[src/hw/rtl/gwci_pkg.sv]
// Shared types and constants for the grid warp coordinate interpolator.
// Used by the front end, the cell queue, the pixel walker and the top level.
// No dependencies.
`default_nettype none

package gwci_pkg;

    localparam int CELL_SIZE_LOG_DEF = 3;
    localparam int MAX_FRAME_DIM_DEF = 4096;

    localparam int COORD_W   = 32;
    localparam int CELL_POS_W = 9;
    localparam int INDEX_W   = 24;
    localparam int CFG_W     = 13;
    localparam int CFG_IDX_W = 1;

    localparam int Q_DEPTH = 2;
    localparam int Q_PTR_W = 1;
    localparam int Q_CNT_W = 2;

    localparam logic [CFG_IDX_W-1:0] REG_FRAME_WIDTH  = 1'b0;
    localparam logic [CFG_IDX_W-1:0] REG_FRAME_HEIGHT = 1'b1;

    localparam logic [CFG_W-1:0] FRAME_WIDTH_RST  = 13'd640;
    localparam logic [CFG_W-1:0] FRAME_HEIGHT_RST = 13'd480;

    // one cell, prepared for the walk
    typedef struct packed {
        logic [CELL_POS_W-1:0] col;
        logic [CELL_POS_W-1:0] row;
        logic [COORD_W-1:0]    ul_u;
        logic [COORD_W-1:0]    ul_v;
        logic [COORD_W-1:0]    diff_u;  // right edge minus left edge
        logic [COORD_W-1:0]    diff_v;
        logic [COORD_W-1:0]    sl_u;    // left edge row step
        logic [COORD_W-1:0]    sl_v;
        logic [COORD_W-1:0]    dsl_u;   // right step minus left step
        logic [COORD_W-1:0]    dsl_v;
    } t_cell;

endpackage

`default_nettype wire

[src/hw/rtl/gwci_front.sv]
// Front end: takes a cell transfer and works out the edge steps.
// Depends on gwci_pkg; feeds gwci_queue.
`default_nettype none

module gwci_front
    import gwci_pkg::*;
#(
    parameter int CELL_SIZE_LOG = CELL_SIZE_LOG_DEF
) (
    input  wire logic                  i_clk,
    input  wire logic                  i_rst_n,
    input  wire logic                  i_valid,
    output logic                       o_stall,
    input  wire logic [CELL_POS_W-1:0] i_cell_col,
    input  wire logic [CELL_POS_W-1:0] i_cell_row,
    input  wire logic [COORD_W-1:0]    i_ul_u,
    input  wire logic [COORD_W-1:0]    i_ul_v,
    input  wire logic [COORD_W-1:0]    i_ur_u,
    input  wire logic [COORD_W-1:0]    i_ur_v,
    input  wire logic [COORD_W-1:0]    i_ll_u,
    input  wire logic [COORD_W-1:0]    i_ll_v,
    input  wire logic [COORD_W-1:0]    i_lr_u,
    input  wire logic [COORD_W-1:0]    i_lr_v,
    input  wire logic                  i_q_full,
    output logic                       o_push,
    output t_cell                      o_cell
);

    logic                  r_v;
    logic [CELL_POS_W-1:0] r_col, r_row;
    logic [COORD_W-1:0]    r_ul_u, r_ul_v, r_diff_u, r_diff_v;
    logic [COORD_W-1:0]    r_sl_u, r_sl_v, r_sr_u, r_sr_v;
    logic                  accept;
    logic [COORD_W-1:0]    dl_u, dl_v, dr_u, dr_v;

    assign o_stall = r_v && i_q_full;
    assign accept  = i_valid && !o_stall;
    assign o_push  = r_v && !i_q_full;

    assign dl_u = i_ll_u - i_ul_u;
    assign dl_v = i_ll_v - i_ul_v;
    assign dr_u = i_lr_u - i_ur_u;
    assign dr_v = i_lr_v - i_ur_v;

    always_ff @(posedge i_clk) begin
        if (!i_rst_n) begin
            r_v <= 1'b0;
        end else if (accept) begin
            r_v <= 1'b1;
        end else if (o_push) begin
            r_v <= 1'b0;
        end
    end

    always_ff @(posedge i_clk) begin
        if (accept) begin
            r_col    <= i_cell_col;
            r_row    <= i_cell_row;
            r_ul_u   <= i_ul_u;
            r_ul_v   <= i_ul_v;
            r_diff_u <= i_ur_u - i_ul_u;
            r_diff_v <= i_ur_v - i_ul_v;
            r_sl_u   <= COORD_W'($signed(dl_u) >>> CELL_SIZE_LOG);
            r_sl_v   <= COORD_W'($signed(dl_v) >>> CELL_SIZE_LOG);
            r_sr_u   <= COORD_W'($signed(dr_u) >>> CELL_SIZE_LOG);
            r_sr_v   <= COORD_W'($signed(dr_v) >>> CELL_SIZE_LOG);
        end
    end

    always_comb begin
        o_cell.col    = r_col;
        o_cell.row    = r_row;
        o_cell.ul_u   = r_ul_u;
        o_cell.ul_v   = r_ul_v;
        o_cell.diff_u = r_diff_u;
        o_cell.diff_v = r_diff_v;
        o_cell.sl_u   = r_sl_u;
        o_cell.sl_v   = r_sl_v;
        o_cell.dsl_u  = r_sr_u - r_sl_u;
        o_cell.dsl_v  = r_sr_v - r_sl_v;
    end

endmodule

`default_nettype wire

[src/hw/rtl/gwci_queue.sv]
// Short cell queue between the front end and the pixel walker.
// Depends on gwci_pkg.
`default_nettype none

module gwci_queue
    import gwci_pkg::*;
(
    input  wire logic  i_clk,
    input  wire logic  i_rst_n,
    input  wire logic  i_push,
    input  wire t_cell i_cell,
    output logic       o_full,
    input  wire logic  i_pop,
    output logic       o_valid,
    output t_cell      o_cell
);

    t_cell               r_mem [Q_DEPTH];
    logic [Q_PTR_W-1:0]  r_wp, r_rp;
    logic [Q_CNT_W-1:0]  r_cnt;

    assign o_full  = (r_cnt == Q_CNT_W'(Q_DEPTH));
    assign o_valid = (r_cnt != '0);
    assign o_cell  = r_mem[r_rp];

    always_ff @(posedge i_clk) begin
        if (!i_rst_n) begin
            r_wp  <= '0;
            r_rp  <= '0;
            r_cnt <= '0;
        end else begin
            if (i_push) begin
                r_wp <= r_wp + 1'b1;
            end
            if (i_pop) begin
                r_rp <= r_rp + 1'b1;
            end
            if (i_push && !i_pop) begin
                r_cnt <= r_cnt + 1'b1;
            end else if (i_pop && !i_push) begin
                r_cnt <= r_cnt - 1'b1;
            end
        end
    end

    always_ff @(posedge i_clk) begin
        if (i_push) begin
            r_mem[r_wp] <= i_cell;
        end
    end

endmodule

`default_nettype wire

[src/hw/rtl/gwci_back.sv]
// Back end: walks a cell pixel by pixel, clamps the source coordinates and
// forms both indices in a three-stage pipeline. Depends on gwci_pkg.
`default_nettype none

module gwci_back
    import gwci_pkg::*;
#(
    parameter int CELL_SIZE_LOG = CELL_SIZE_LOG_DEF,
    parameter int MAX_FRAME_DIM = MAX_FRAME_DIM_DEF
) (
    input  wire logic                   i_clk,
    input  wire logic                   i_rst_n,
    input  wire logic                   i_q_valid,
    input  wire t_cell                  i_cell,
    output logic                        o_pop,
    input  wire logic [$clog2(MAX_FRAME_DIM+1)-1:0] i_width,
    input  wire logic [$clog2(MAX_FRAME_DIM+1)-1:0] i_height,
    output logic                        o_valid,
    input  wire logic                   i_stall,
    output logic [INDEX_W-1:0]          o_dest_index,
    output logic [INDEX_W-1:0]          o_src_index,
    output logic                        o_out_of_frame,
    output logic                        o_last
);

    localparam int DW  = $clog2(MAX_FRAME_DIM + 1);
    localparam int CW  = 2 * CELL_SIZE_LOG;
    localparam int PPW = CELL_POS_W + CELL_SIZE_LOG;
    localparam int DPW = PPW + DW + 1;
    localparam int SPW = 2 * DW + 1;

    function automatic logic [DW:0] clamp(input logic [COORD_W-1:0] fx,
                                          input logic [DW-1:0] dim);
        logic [15:0] c;
        logic [DW:0] res;
        c = fx[COORD_W-1:COORD_W-16];
        if (c[15]) begin
            res = {1'b1, {DW{1'b0}}};
        end else if (c[14:0] >= 15'(dim)) begin
            res = {1'b1, dim - 1'b1};
        end else begin
            res = {1'b0, c[DW-1:0]};
        end
        return res;
    endfunction

    logic                  en, take, row_end, last_px;
    logic                  r_busy, r_bv, r_cv;
    logic [CW-1:0]         r_cnt;
    logic [CELL_POS_W-1:0] r_col, r_row;
    logic [COORD_W-1:0]    r_line_u, r_line_v, r_step_u, r_step_v;
    logic [COORD_W-1:0]    r_left_u, r_left_v, r_diff_u, r_diff_v;
    logic [COORD_W-1:0]    r_sl_u, r_sl_v, r_dsl_u, r_dsl_v;
    logic [COORD_W-1:0]    n_left_u, n_left_v, n_diff_u, n_diff_v;
    logic [DW:0]           cl_u, cl_v;
    logic [DW-1:0]         r_b_su, r_b_sv;
    logic                  r_b_flag, r_b_last;
    logic [PPW-1:0]        r_b_drow, r_b_dcol;
    logic [DPW-1:0]        dest_full;
    logic [SPW-1:0]        src_full;

    assign en      = !(r_cv && i_stall);
    assign last_px = &r_cnt;
    assign row_end = &r_cnt[CELL_SIZE_LOG-1:0];
    assign take    = en && i_q_valid && (!r_busy || last_px);
    assign o_pop   = take;

    assign n_left_u = r_left_u + r_sl_u;
    assign n_left_v = r_left_v + r_sl_v;
    assign n_diff_u = r_diff_u + r_dsl_u;
    assign n_diff_v = r_diff_v + r_dsl_v;

    always_ff @(posedge i_clk) begin
        if (!i_rst_n) begin
            r_busy <= 1'b0;
            r_bv   <= 1'b0;
            r_cv   <= 1'b0;
            r_cnt  <= '0;
        end else if (en) begin
            r_cv <= r_bv;
            r_bv <= r_busy;
            if (take) begin
                r_busy <= 1'b1;
                r_cnt  <= '0;
            end else if (r_busy) begin
                r_busy <= !last_px;
                r_cnt  <= r_cnt + 1'b1;
            end
        end
    end

    always_ff @(posedge i_clk) begin
        if (en) begin
            if (take) begin
                r_col    <= i_cell.col;
                r_row    <= i_cell.row;
                r_line_u <= i_cell.ul_u;
                r_line_v <= i_cell.ul_v;
                r_left_u <= i_cell.ul_u;
                r_left_v <= i_cell.ul_v;
                r_diff_u <= i_cell.diff_u;
                r_diff_v <= i_cell.diff_v;
                r_step_u <= COORD_W'($signed(i_cell.diff_u) >>> CELL_SIZE_LOG);
                r_step_v <= COORD_W'($signed(i_cell.diff_v) >>> CELL_SIZE_LOG);
                r_sl_u   <= i_cell.sl_u;
                r_sl_v   <= i_cell.sl_v;
                r_dsl_u  <= i_cell.dsl_u;
                r_dsl_v  <= i_cell.dsl_v;
            end else if (r_busy) begin
                if (row_end) begin
                    r_left_u <= n_left_u;
                    r_left_v <= n_left_v;
                    r_line_u <= n_left_u;
                    r_line_v <= n_left_v;
                    r_diff_u <= n_diff_u;
                    r_diff_v <= n_diff_v;
                    r_step_u <= COORD_W'($signed(n_diff_u) >>> CELL_SIZE_LOG);
                    r_step_v <= COORD_W'($signed(n_diff_v) >>> CELL_SIZE_LOG);
                end else begin
                    r_line_u <= r_line_u + r_step_u;
                    r_line_v <= r_line_v + r_step_v;
                end
            end
        end
    end

    assign cl_u = clamp(r_line_u, i_width);
    assign cl_v = clamp(r_line_v, i_height);

    always_ff @(posedge i_clk) begin
        if (en) begin
            r_b_su   <= cl_u[DW-1:0];
            r_b_sv   <= cl_v[DW-1:0];
            r_b_flag <= cl_u[DW] || cl_v[DW];
            r_b_last <= last_px;
            r_b_drow <= {r_row, r_cnt[CW-1:CELL_SIZE_LOG]};
            r_b_dcol <= {r_col, r_cnt[CELL_SIZE_LOG-1:0]};
        end
    end

    assign dest_full = DPW'(r_b_drow) * DPW'(i_width) + DPW'(r_b_dcol);
    assign src_full  = SPW'(r_b_sv) * SPW'(i_width) + SPW'(r_b_su);

    always_ff @(posedge i_clk) begin
        if (en) begin
            o_dest_index   <= INDEX_W'(dest_full);
            o_src_index    <= INDEX_W'(src_full);
            o_out_of_frame <= r_b_flag;
            o_last         <= r_b_last;
        end
    end

    assign o_valid = r_cv;

endmodule

`default_nettype wire

[src/hw/rtl/grid_warp_coordinate_interpolator_top.sv]
// Grid warp coordinate interpolator, top level.
// Holds the frame size registers; instantiates gwci_front, gwci_queue and
// gwci_back. Depends on gwci_pkg.
//
// Usage:
//   Input channel (i_valid / o_stall) carries one grid cell: its column and
//   row and four corner source coordinates in signed 16.16. Each cell gives
//   an 8x8 block of results on the output channel (o_valid / i_stall) in
//   row-major order, o_last marking the final pixel.
//   Throughput: one result per cycle while the output is not stalled, set
//   by the pixel walker. Up to two prepared cells wait in the queue, so the
//   front end keeps taking cells while the walker is busy.
//   With the walker idle, a cell passes the front register, the queue, the
//   walker, the clamp stage and the address output stage to its first result.
//   A stall on the output freezes the walker and the address pipeline; the
//   front end stalls only once the queue is full.
//   Reset (synchronous, active low) empties the pipeline and sets the frame
//   to 640 x 480. Write the frame size only while the block is idle.
`default_nettype none

module grid_warp_coordinate_interpolator_top
    import gwci_pkg::*;
#(
    parameter int CELL_SIZE_LOG = CELL_SIZE_LOG_DEF,
    parameter int MAX_FRAME_DIM = MAX_FRAME_DIM_DEF
) (
    input  wire logic                  i_clk,
    input  wire logic                  i_rst_n,
    input  wire logic                  i_valid,
    output logic                       o_stall,
    input  wire logic [CELL_POS_W-1:0] i_cell_col,
    input  wire logic [CELL_POS_W-1:0] i_cell_row,
    input  wire logic [COORD_W-1:0]    i_ul_u,
    input  wire logic [COORD_W-1:0]    i_ul_v,
    input  wire logic [COORD_W-1:0]    i_ur_u,
    input  wire logic [COORD_W-1:0]    i_ur_v,
    input  wire logic [COORD_W-1:0]    i_ll_u,
    input  wire logic [COORD_W-1:0]    i_ll_v,
    input  wire logic [COORD_W-1:0]    i_lr_u,
    input  wire logic [COORD_W-1:0]    i_lr_v,
    output logic                       o_valid,
    input  wire logic                  i_stall,
    output logic [INDEX_W-1:0]         o_dest_index,
    output logic [INDEX_W-1:0]         o_src_index,
    output logic                       o_out_of_frame,
    output logic                       o_last,
    input  wire logic                  i_cfg_we,
    input  wire logic [CFG_IDX_W-1:0]  i_cfg_index,
    input  wire logic [CFG_W-1:0]      i_cfg_data
);

    localparam int DW = $clog2(MAX_FRAME_DIM + 1);

    logic [CFG_W-1:0] r_frame_width, r_frame_height;
    logic [DW-1:0]    eff_w, eff_h;
    logic             push, pop, q_full, q_valid;
    t_cell            f_cell, q_cell;

    always_ff @(posedge i_clk) begin
        if (!i_rst_n) begin
            r_frame_width  <= FRAME_WIDTH_RST;
            r_frame_height <= FRAME_HEIGHT_RST;
        end else if (i_cfg_we) begin
            case (i_cfg_index)
                REG_FRAME_WIDTH: begin
                    r_frame_width <= i_cfg_data;
                end
                REG_FRAME_HEIGHT: begin
                    r_frame_height <= i_cfg_data;
                end
                default: begin
                end
            endcase
        end
    end

    // zero acts as one, oversize as the maximum
    always_comb begin
        if (r_frame_width == '0) begin
            eff_w = DW'(1);
        end else if (r_frame_width > CFG_W'(MAX_FRAME_DIM)) begin
            eff_w = DW'(MAX_FRAME_DIM);
        end else begin
            eff_w = DW'(r_frame_width);
        end
        if (r_frame_height == '0) begin
            eff_h = DW'(1);
        end else if (r_frame_height > CFG_W'(MAX_FRAME_DIM)) begin
            eff_h = DW'(MAX_FRAME_DIM);
        end else begin
            eff_h = DW'(r_frame_height);
        end
    end

    gwci_front #(
        .CELL_SIZE_LOG(CELL_SIZE_LOG)
    ) u_front (
        .i_clk      (i_clk),
        .i_rst_n    (i_rst_n),
        .i_valid    (i_valid),
        .o_stall    (o_stall),
        .i_cell_col (i_cell_col),
        .i_cell_row (i_cell_row),
        .i_ul_u     (i_ul_u),
        .i_ul_v     (i_ul_v),
        .i_ur_u     (i_ur_u),
        .i_ur_v     (i_ur_v),
        .i_ll_u     (i_ll_u),
        .i_ll_v     (i_ll_v),
        .i_lr_u     (i_lr_u),
        .i_lr_v     (i_lr_v),
        .i_q_full   (q_full),
        .o_push     (push),
        .o_cell     (f_cell)
    );

    gwci_queue u_queue (
        .i_clk   (i_clk),
        .i_rst_n (i_rst_n),
        .i_push  (push),
        .i_cell  (f_cell),
        .o_full  (q_full),
        .i_pop   (pop),
        .o_valid (q_valid),
        .o_cell  (q_cell)
    );

    gwci_back #(
        .CELL_SIZE_LOG(CELL_SIZE_LOG),
        .MAX_FRAME_DIM(MAX_FRAME_DIM)
    ) u_back (
        .i_clk          (i_clk),
        .i_rst_n        (i_rst_n),
        .i_q_valid      (q_valid),
        .i_cell         (q_cell),
        .o_pop          (pop),
        .i_width        (eff_w),
        .i_height       (eff_h),
        .o_valid        (o_valid),
        .i_stall        (i_stall),
        .o_dest_index   (o_dest_index),
        .o_src_index    (o_src_index),
        .o_out_of_frame (o_out_of_frame),
        .o_last         (o_last)
    );

endmodule

`default_nettype wire
[config.mk]
export PLATFORM = sky130hd
export DESIGN_NAME = grid_warp_coordinate_interpolator_top
export DESIGN_NICKNAME = d
export VERILOG_FILES = /design/src/hw/rtl/gwci_pkg.sv /design/src/hw/rtl/gwci_front.sv /design/src/hw/rtl/gwci_queue.sv /design/src/hw/rtl/gwci_back.sv /design/src/hw/rtl/grid_warp_coordinate_interpolator_top.sv
export SDC_FILE = /design/constraint.sdc
export NUM_CORES = 2
export LEC_CHECK = 0
export BUFFER_PORTS_ARGS = -buffer_cell sky130_fd_sc_hd__buf_2
export CAP_MARGIN = 20
export CORE_MARGIN = 3
export CORE_UTILIZATION = 42
export CTS_CLUSTER_SIZE = 20
export DETAILED_ROUTE_END_ITERATION = 8
export GPL_TIMING_DRIVEN = 0
export PLACE_DENSITY = 0.56
export SYNTH_ARGS = -nofsm -noshare
export SYNTH_HDL_FRONTEND = slang
export SYNTH_SLANG_ARGS = --single-unit
[constraint.sdc]
create_clock -name i_clk -period 46.8 [get_ports i_clk]
set_input_delay 9.36 -clock i_clk [delete_from_list [all_inputs] [get_ports i_clk]]
set_output_delay 9.36 -clock i_clk [all_outputs]
set_load 0.03 [all_outputs]
# Word-level counts from Yosys, hierarchy flattened

Memory sizes are Yosys's and may differ from the RTL's. A register that Yosys moved wholly into a read port is not among the register bits.
Index checks and enable logic that the tools add are counted.

$lt $le $gt $ge: 4
Bitwise gates (word level): 2
Shift operators: 0
Divide/modulo/power cells: 0
Reductions and logical operators: 31
Add/sub/neg operators: 23
Eq/ne operators: 1
Muxes and demuxes: 44
$mul: 2

Operator list:

| kind                                                | count |
|---|---|
| two-way mux 32 bit                                  | 24 |
| adder 32 bit                                        | 6 |
| subtractor 32 bit                                   | 6 |
| subtractor 29 x 29 -> 30 bit                        | 2 |
| two-way mux 14 bit                                  | 4 |
| two-way mux 13 bit                                  | 4 |
| >= comparator 15 x 13 -> 1 bit                      | 2 |
| > comparator 13 bit (second input constant)         | 2 |
| zero test 13 bit                                    | 2 |
| subtractor 13 x 1 -> 13 bit (second input constant) | 2 |
| adder 24 x 12 -> 24 bit                             | 1 |
| adder 24 x 13 -> 24 bit                             | 1 |
| multiplier 12 x 13 -> 24 bit                        | 1 |
| multiplier 13 x 13 -> 24 bit                        | 1 |
| two-way mux 6 bit                                   | 2 |
| nonzero test 2 bit                                  | 5 |
| logical AND 1 bit                                   | 8 |
| two-way mux 1 bit                                   | 8 |
| AND reduction 2 bit                                 | 4 |
| zero test 1 bit                                     | 7 |
| adder 6 x 1 -> 6 bit (second input constant)        | 1 |
| AND reduction 3 bit                                 | 2 |
| AND reduction 6 bit                                 | 1 |
| two-way mux 2 bit                                   | 2 |
| 6 further kinds                                     | 9 |

Latch bits: 0
Memories: 1
ROM bits: 0
Output and inout port bits: 52
RAM bits: 548
Input bits: 293
Bits in registers: 806
Logic and storage cells: 152

Memory list:

| name          | depth | bits a word | read ports | clocked after memory_dff | wr ports | line             | RTL |
|---|---|---|---|---|---|---|---|
| u_queue.r_mem | 2     | 274         | 1          | 1                        | 1        | gwci_queue.sv:18 | `t_cell r_mem [Q_DEPTH];` |

# Depth between registers and ports, before layout

Depth in word-level cells: 7
Depth in mapped cells: 28
Mapped depth without buffers: 25

# By module

From an unflattened synthesis, not the netlist that was laid out.

Cells, all modules: 6658
Area total of the unflattened synthesis: 78078.6 um2

Modules (own cells, without submodules):

| module                                | cells each | times used | seq. area each (um2) | area each (um2) |
|---|---|---|---|---|
| gwci_back                             | 3733       | 1          | 13392.8              | 37642.4 |
| gwci_queue                            | 874        | 1          | 16555.9              | 20091.8 |
| gwci_front                            | 1901       | 1          | 7887.6               | 19178.4 |
| grid_warp_coordinate_interpolator_top | 150        | 1          | 520.5                | 1166.1 |

# Least setup slack after synthesis

No wires, ideal clock.

Path kind: input to register
Start: input i_valid
End: register u_front.r_col[0], enable pin
Path slack: 25.253 ns
Library setup time: 0.915 ns
Data required time: 45.885 ns
Path buffers: 0
Data arrival time: 20.632 ns
Stages: 1
Cells stage by stage: nor2b_1

Cells in the longest elaborated chain, start to end: 1

Ends and longest elaborated chain:

| element              | line                                        | RTL |
|---|---|---|
| from (decl)          | grid_warp_coordinate_interpolator_top.sv:29 | `input wire logic i_valid,` |
| logical AND 1 bit    | gwci_front.sv:37                            | `assign accept = i_valid && !o_stall;` |
| to (signal assigned) | gwci_front.sv:57                            | `r_col <= i_cell_col;` |
| to (decl)            | gwci_front.sv:30                            | `logic [CELL_POS_W-1:0] r_col, r_row;` |

Every way passes these cells.
A chain may end at the register's enable or synchronous reset.

# Final worst setup path

Start: input i_stall
End: register u_queue.r_cnt[1]

Cells in the longest elaborated chain, start to end: 7
Elaborated cells on any way between the ends: 9
Those cells by class: 1 x mux; 8 x reduce/logical

Ends and longest elaborated chain:

| element                                                 | line                                        | RTL |
|---|---|---|
| from (decl)                                             | grid_warp_coordinate_interpolator_top.sv:42 | `input wire logic i_stall,` |
| logical AND 1 bit (*)                                   | gwci_back.sv:62                             | `assign en = !(r_cv && i_stall);` |
| zero test 1 bit (*)                                     | gwci_back.sv:62                             |  |
| logical AND 1 bit (*) (2 in a row)                      | gwci_back.sv:65                             | `assign take = en && i_q_valid && (!r_busy \|\| last_px);` |
| zero test 1 bit                                         | gwci_queue.sv:38                            | `if (i_push && !i_pop) begin` |
| logical AND 1 bit                                       | gwci_queue.sv:38                            |  |
| two-way mux 2 bit or nonzero test 2 bit (tied branches) | --                                          |  |
| to (signal assigned)                                    | gwci_queue.sv:39                            | `r_cnt <= r_cnt + 1'b1;` |
| to (signal assigned)                                    | gwci_queue.sv:41                            | `r_cnt <= r_cnt - 1'b1;` |
| to (decl)                                               | gwci_queue.sv:20                            | `logic [Q_CNT_W-1:0] r_cnt;` |

Mark *: on every way between the ends. The rest lies on a longest branch, timed or not.

==> flow_metrics.tcl <==
set metrics [dict create \
    ys_seq_elements 1261 \
    finalHoldViolCount 0 \
    worstPathRequired_ns 47.51 \
    root_buffer "clkbuf_16" \
    synthCells 6359 \
    fin_nets 8061 \
    fmax_mhz 74.9 \
    fin_skew_ns 0.0547 \
    finalSetupViolCount 0 \
    critPathMaxStageDelay_ns 0.66 \
    die_y_um 429 \
    setup_tns_ns 0 \
    tightest_slew_ns 1.24 \
    cts.path.max_buffers 3 \
    crit_type "input pin to flip-flop" \
    worst-path-buf-inv 7 \
    r2r-start "r_frame_width[12]" \
    dieArea_mm2 0.184 \
    p_leak_nw 35.3 \
    min-delay-path-class "flip-flop to flip-flop" \
    wl_um 209000 \
    routed-via-count 50100 \
    drc 0 \
    viasPerCell 5.34 \
    end_kind "flip-flop" \
    avgSynthCellArea_um2 11.8 \
    postPlaceCellArea_mm2 0.0809 \
    whs_ns 0.417 \
    ios 345 \
    critPathTopFamily "buffers and inverters" \
    grt_pass1_vias 49600 \
    regToRegSetupSlack_ns 39.22 \
    final_antenna_net_count 0 \
    htree_levels 4 \
    hp-start "u_back.r_row[7]" \
    cts_tree "built" \
    rsz0062_at_grt "no" \
    rows 154 \
    post-place-cells 9096 \
    holdPathEnd "u_back.r_b_drow[10]" \
    arrival_ns 14.07 \
    async_flop_share_pct 0 \
    period_share_pct 28.5 \
    path_clk_slew_ns 0.06 \
    cp-start-kind "input pin" \
    nFillCells 15800 \
    drt_iter0_markers 3734 \
    crit_fanout 46 \
    drv_slew 0 \
    netlist_top_cells_area "edfxtp_1 49%, ha_1 10%, fa_1 6.9%, xnor2_1 3.5%, inv_1 3.2%" \
    hold_depth 0 \
    synth_top_area_cell "edfxtp_1" \
    power.density_mw_per_mm2 66.6 \
    io_buffers 343 \
    critPathSlowestCell "a21oi_1" \
    syn_to_final_growth_pct 14.1 \
    grt_pass1_wl_um 311000 \
    status "complete, no violations" \
    grt_max_degree 60 \
    die_w_um 429 \
    reg2reg_to "u_back.o_src_index[23]" \
    synth_cell_types 95 \
    first_pass_iters 6 \
    maxCapViolCount 0 \
    slew_headroom_pct 17.4 \
    clock_latency_ns 0.80 \
    grt_overflow_total 0 \
    wl_per_cell_um 22.3 \
    place_hpwl_um 161000 \
    gp_congestion 0.945 \
    antenna_found_initial 20 \
    gr-usage-all-layers_pct 22.4 \
    cts_hold_buffers 0 \
    synth.most_common_cell "edfxtp_1" \
    seq_area_frac_synth_pct 49.8 \
    fin_area_mm2 0.0858 \
    min_period_ns 13.36 \
    cts_setup_buffers 0 \
    layout_setup_ws_ns 33.44 \
    synthesis.area_mm2 0.0752 \
    ys.flop_type "edfxtp_1" \
    syn-num-nets 7515 \
    cts.sinks 1261 \
    vdd_drop_max_v 0.0000365 \
    synthTopCellsByCount "1220 x edfxtp_1, 642 x inv_1, 604 x ha_1" \
    pre_cts_ws_ns 32.59 \
    core_mm2 0.177 \
    cts-resized-gates 0 \
    ff2ff_path_depth 25 \
    synth_enable_flop_cells 1220 \
    initial_core_util_pct 42.4 \
    drive_above_1_share_pct 11.6 \
    cts_buffers 145 \
    yosysWarnings 0 \
    cp_cell_sequence "buf_2 > and2_1 > inv_4 > o21ai_0 > a21oi_1 > inv_1 > clkbuf_1 > clkbuf_1 > clkbuf_1 > buf_16 > ha_1 > or3_1 > a21boi_0" \
    path_common_cell "clkbuf_1" \
    stdcell_count 9383 \
    synth_top_area_share_pct 48.7 \
]
==> routing by layer <==
layer	track usage [%]	share of wire, %	up-vias
li1	-	-	23900
met1	30.0	44	24600
met2	37.3	48	1310
met3	3.03	4.8	304
met4	7.88	3.2	0
met5	0	0	-
==> layout make-up <==
| type | instances | area, um^2 | area share [%] |
|---|---|---|---|
| Sequential cell | 1261 | 37500 | 43.7 |
| Inverter | 642 | 2410 | 2.82 |
| Clock buffer | 174 | 3800 | 4.43 |
| Antenna cell | 16 | 40.0 | 0.0467 |
| Multi-Input combinational cell | 4291 | 34700 | 40.5 |
| Timing Repair Buffer | 399 | 2820 | 3.28 |
| Tap cell | 2340 | 2930 | 3.41 |
| Clock inverter | 95 | 962 | 1.12 |
| Buffer | 165 | 638 | 0.744 |
==> power breakdown <==
group	total [W]	leakage [nW]	switching [W]	internal, W
registers	0.00185	11.9	0.000163	0.00169
logic	0.00273	21.1	0.00164	0.00109
clock network	0.00113	2.29	0.000486	0.000644
total	0.00571	35.3	0.00229	0.00342
==> state kept, by name (all words and copies together), names as in the netlist, 24 cells and up, named ones only <==
register             count
u_back.r_left_v         32
u_front.r_sr_v          29
u_front.r_ul_v          32
u_back.r_left_u         32
u_back.r_dsl_u          30
u_front.r_sl_u          29
u_back.r_line_v         32
u_back.r_line_u         32
u_back.r_sl_v           29
u_back.r_sl_u           29
u_queue.r_mem          528
u_back.o_src_index      24
u_front.r_sr_u          29
u_back.r_dsl_v          30
u_front.r_ul_u          32
u_back.o_dest_index     24
u_front.r_sl_v          29
u_back.r_diff_u         31
u_front.r_diff_v        32
u_front.r_diff_u        32
u_back.r_diff_v         31
==> per-stage QoR <==
step	util, %	total power, W
floorplan	-	0.00376
global placement	45.1	0.00455
detailed placement	45.7	0.00457
CTS	48.4	0.00573
global route	48.4	0.00610
finish	48.4	0.00571
==> kinds of logic (layout without fill, tap and decap cells) <==
family / Yosys count / count (layout) / synth area share, %
AO/OA/AOI/OAI: 1325 / 1325 / 11.4
flip-flops: 1261 / 1261 / 49.8
adder cells (fa/ha/maj): 863 / 863 / 17.0
AND/OR/NAND/NOR: 1403 / 1403 / 8.94
buffers and inverters: 807 / 1475 / 4.03
XOR/XNOR: 428 / 428 / 4.99
multiplexers: 272 / 272 / 3.88
other: 0 / 16 / 0
==> layout by cell type (no fill, tap or decap), drive strengths merged, types with 12 or more instances in the layout <==
cell,instances
o221ai,15
a21oi,406
a31oi,28
nand3,81
nand2,463
o21a,85
mux2i,119
mux2,153
a311oi,15
nor2b,78
inv,650
o21ai,257
or3,21
nor4,14
o211ai,24
clkbuf,325
o21bai,38
buf,413
xnor2,301
edfxtp,1220
a211oi,70
and3,30
o22ai,12
o31ai,29
nor2,316
clkinv,69
dfxtp,41
nand2b,68
and2,200
a31o,12
nor3,69
a21boi,44
diode,16
nand4,19
ha,604
fa,259
xor2,127
a21o,194
==> worst max path at each step <==
stage / start / endpoint / slack (ns) / depth (start not counted)
final: i_stall / u_queue.r_cnt[1] / 33.44 / 13
after global routing: i_stall / u_queue.r_cnt[1] / 33.27 / 13
after CTS: i_stall / u_queue.r_cnt[1] / 33.41 / 13
after detailed placement: i_stall / u_queue.r_cnt[1] / 32.59 / 13
after global placement: i_valid / u_front.r_sr_v[13] / 18.53 / 2
after floorplan: i_valid / u_front.r_col[0] / 25.25 / 1
Power figures use the tool's default switching activity.
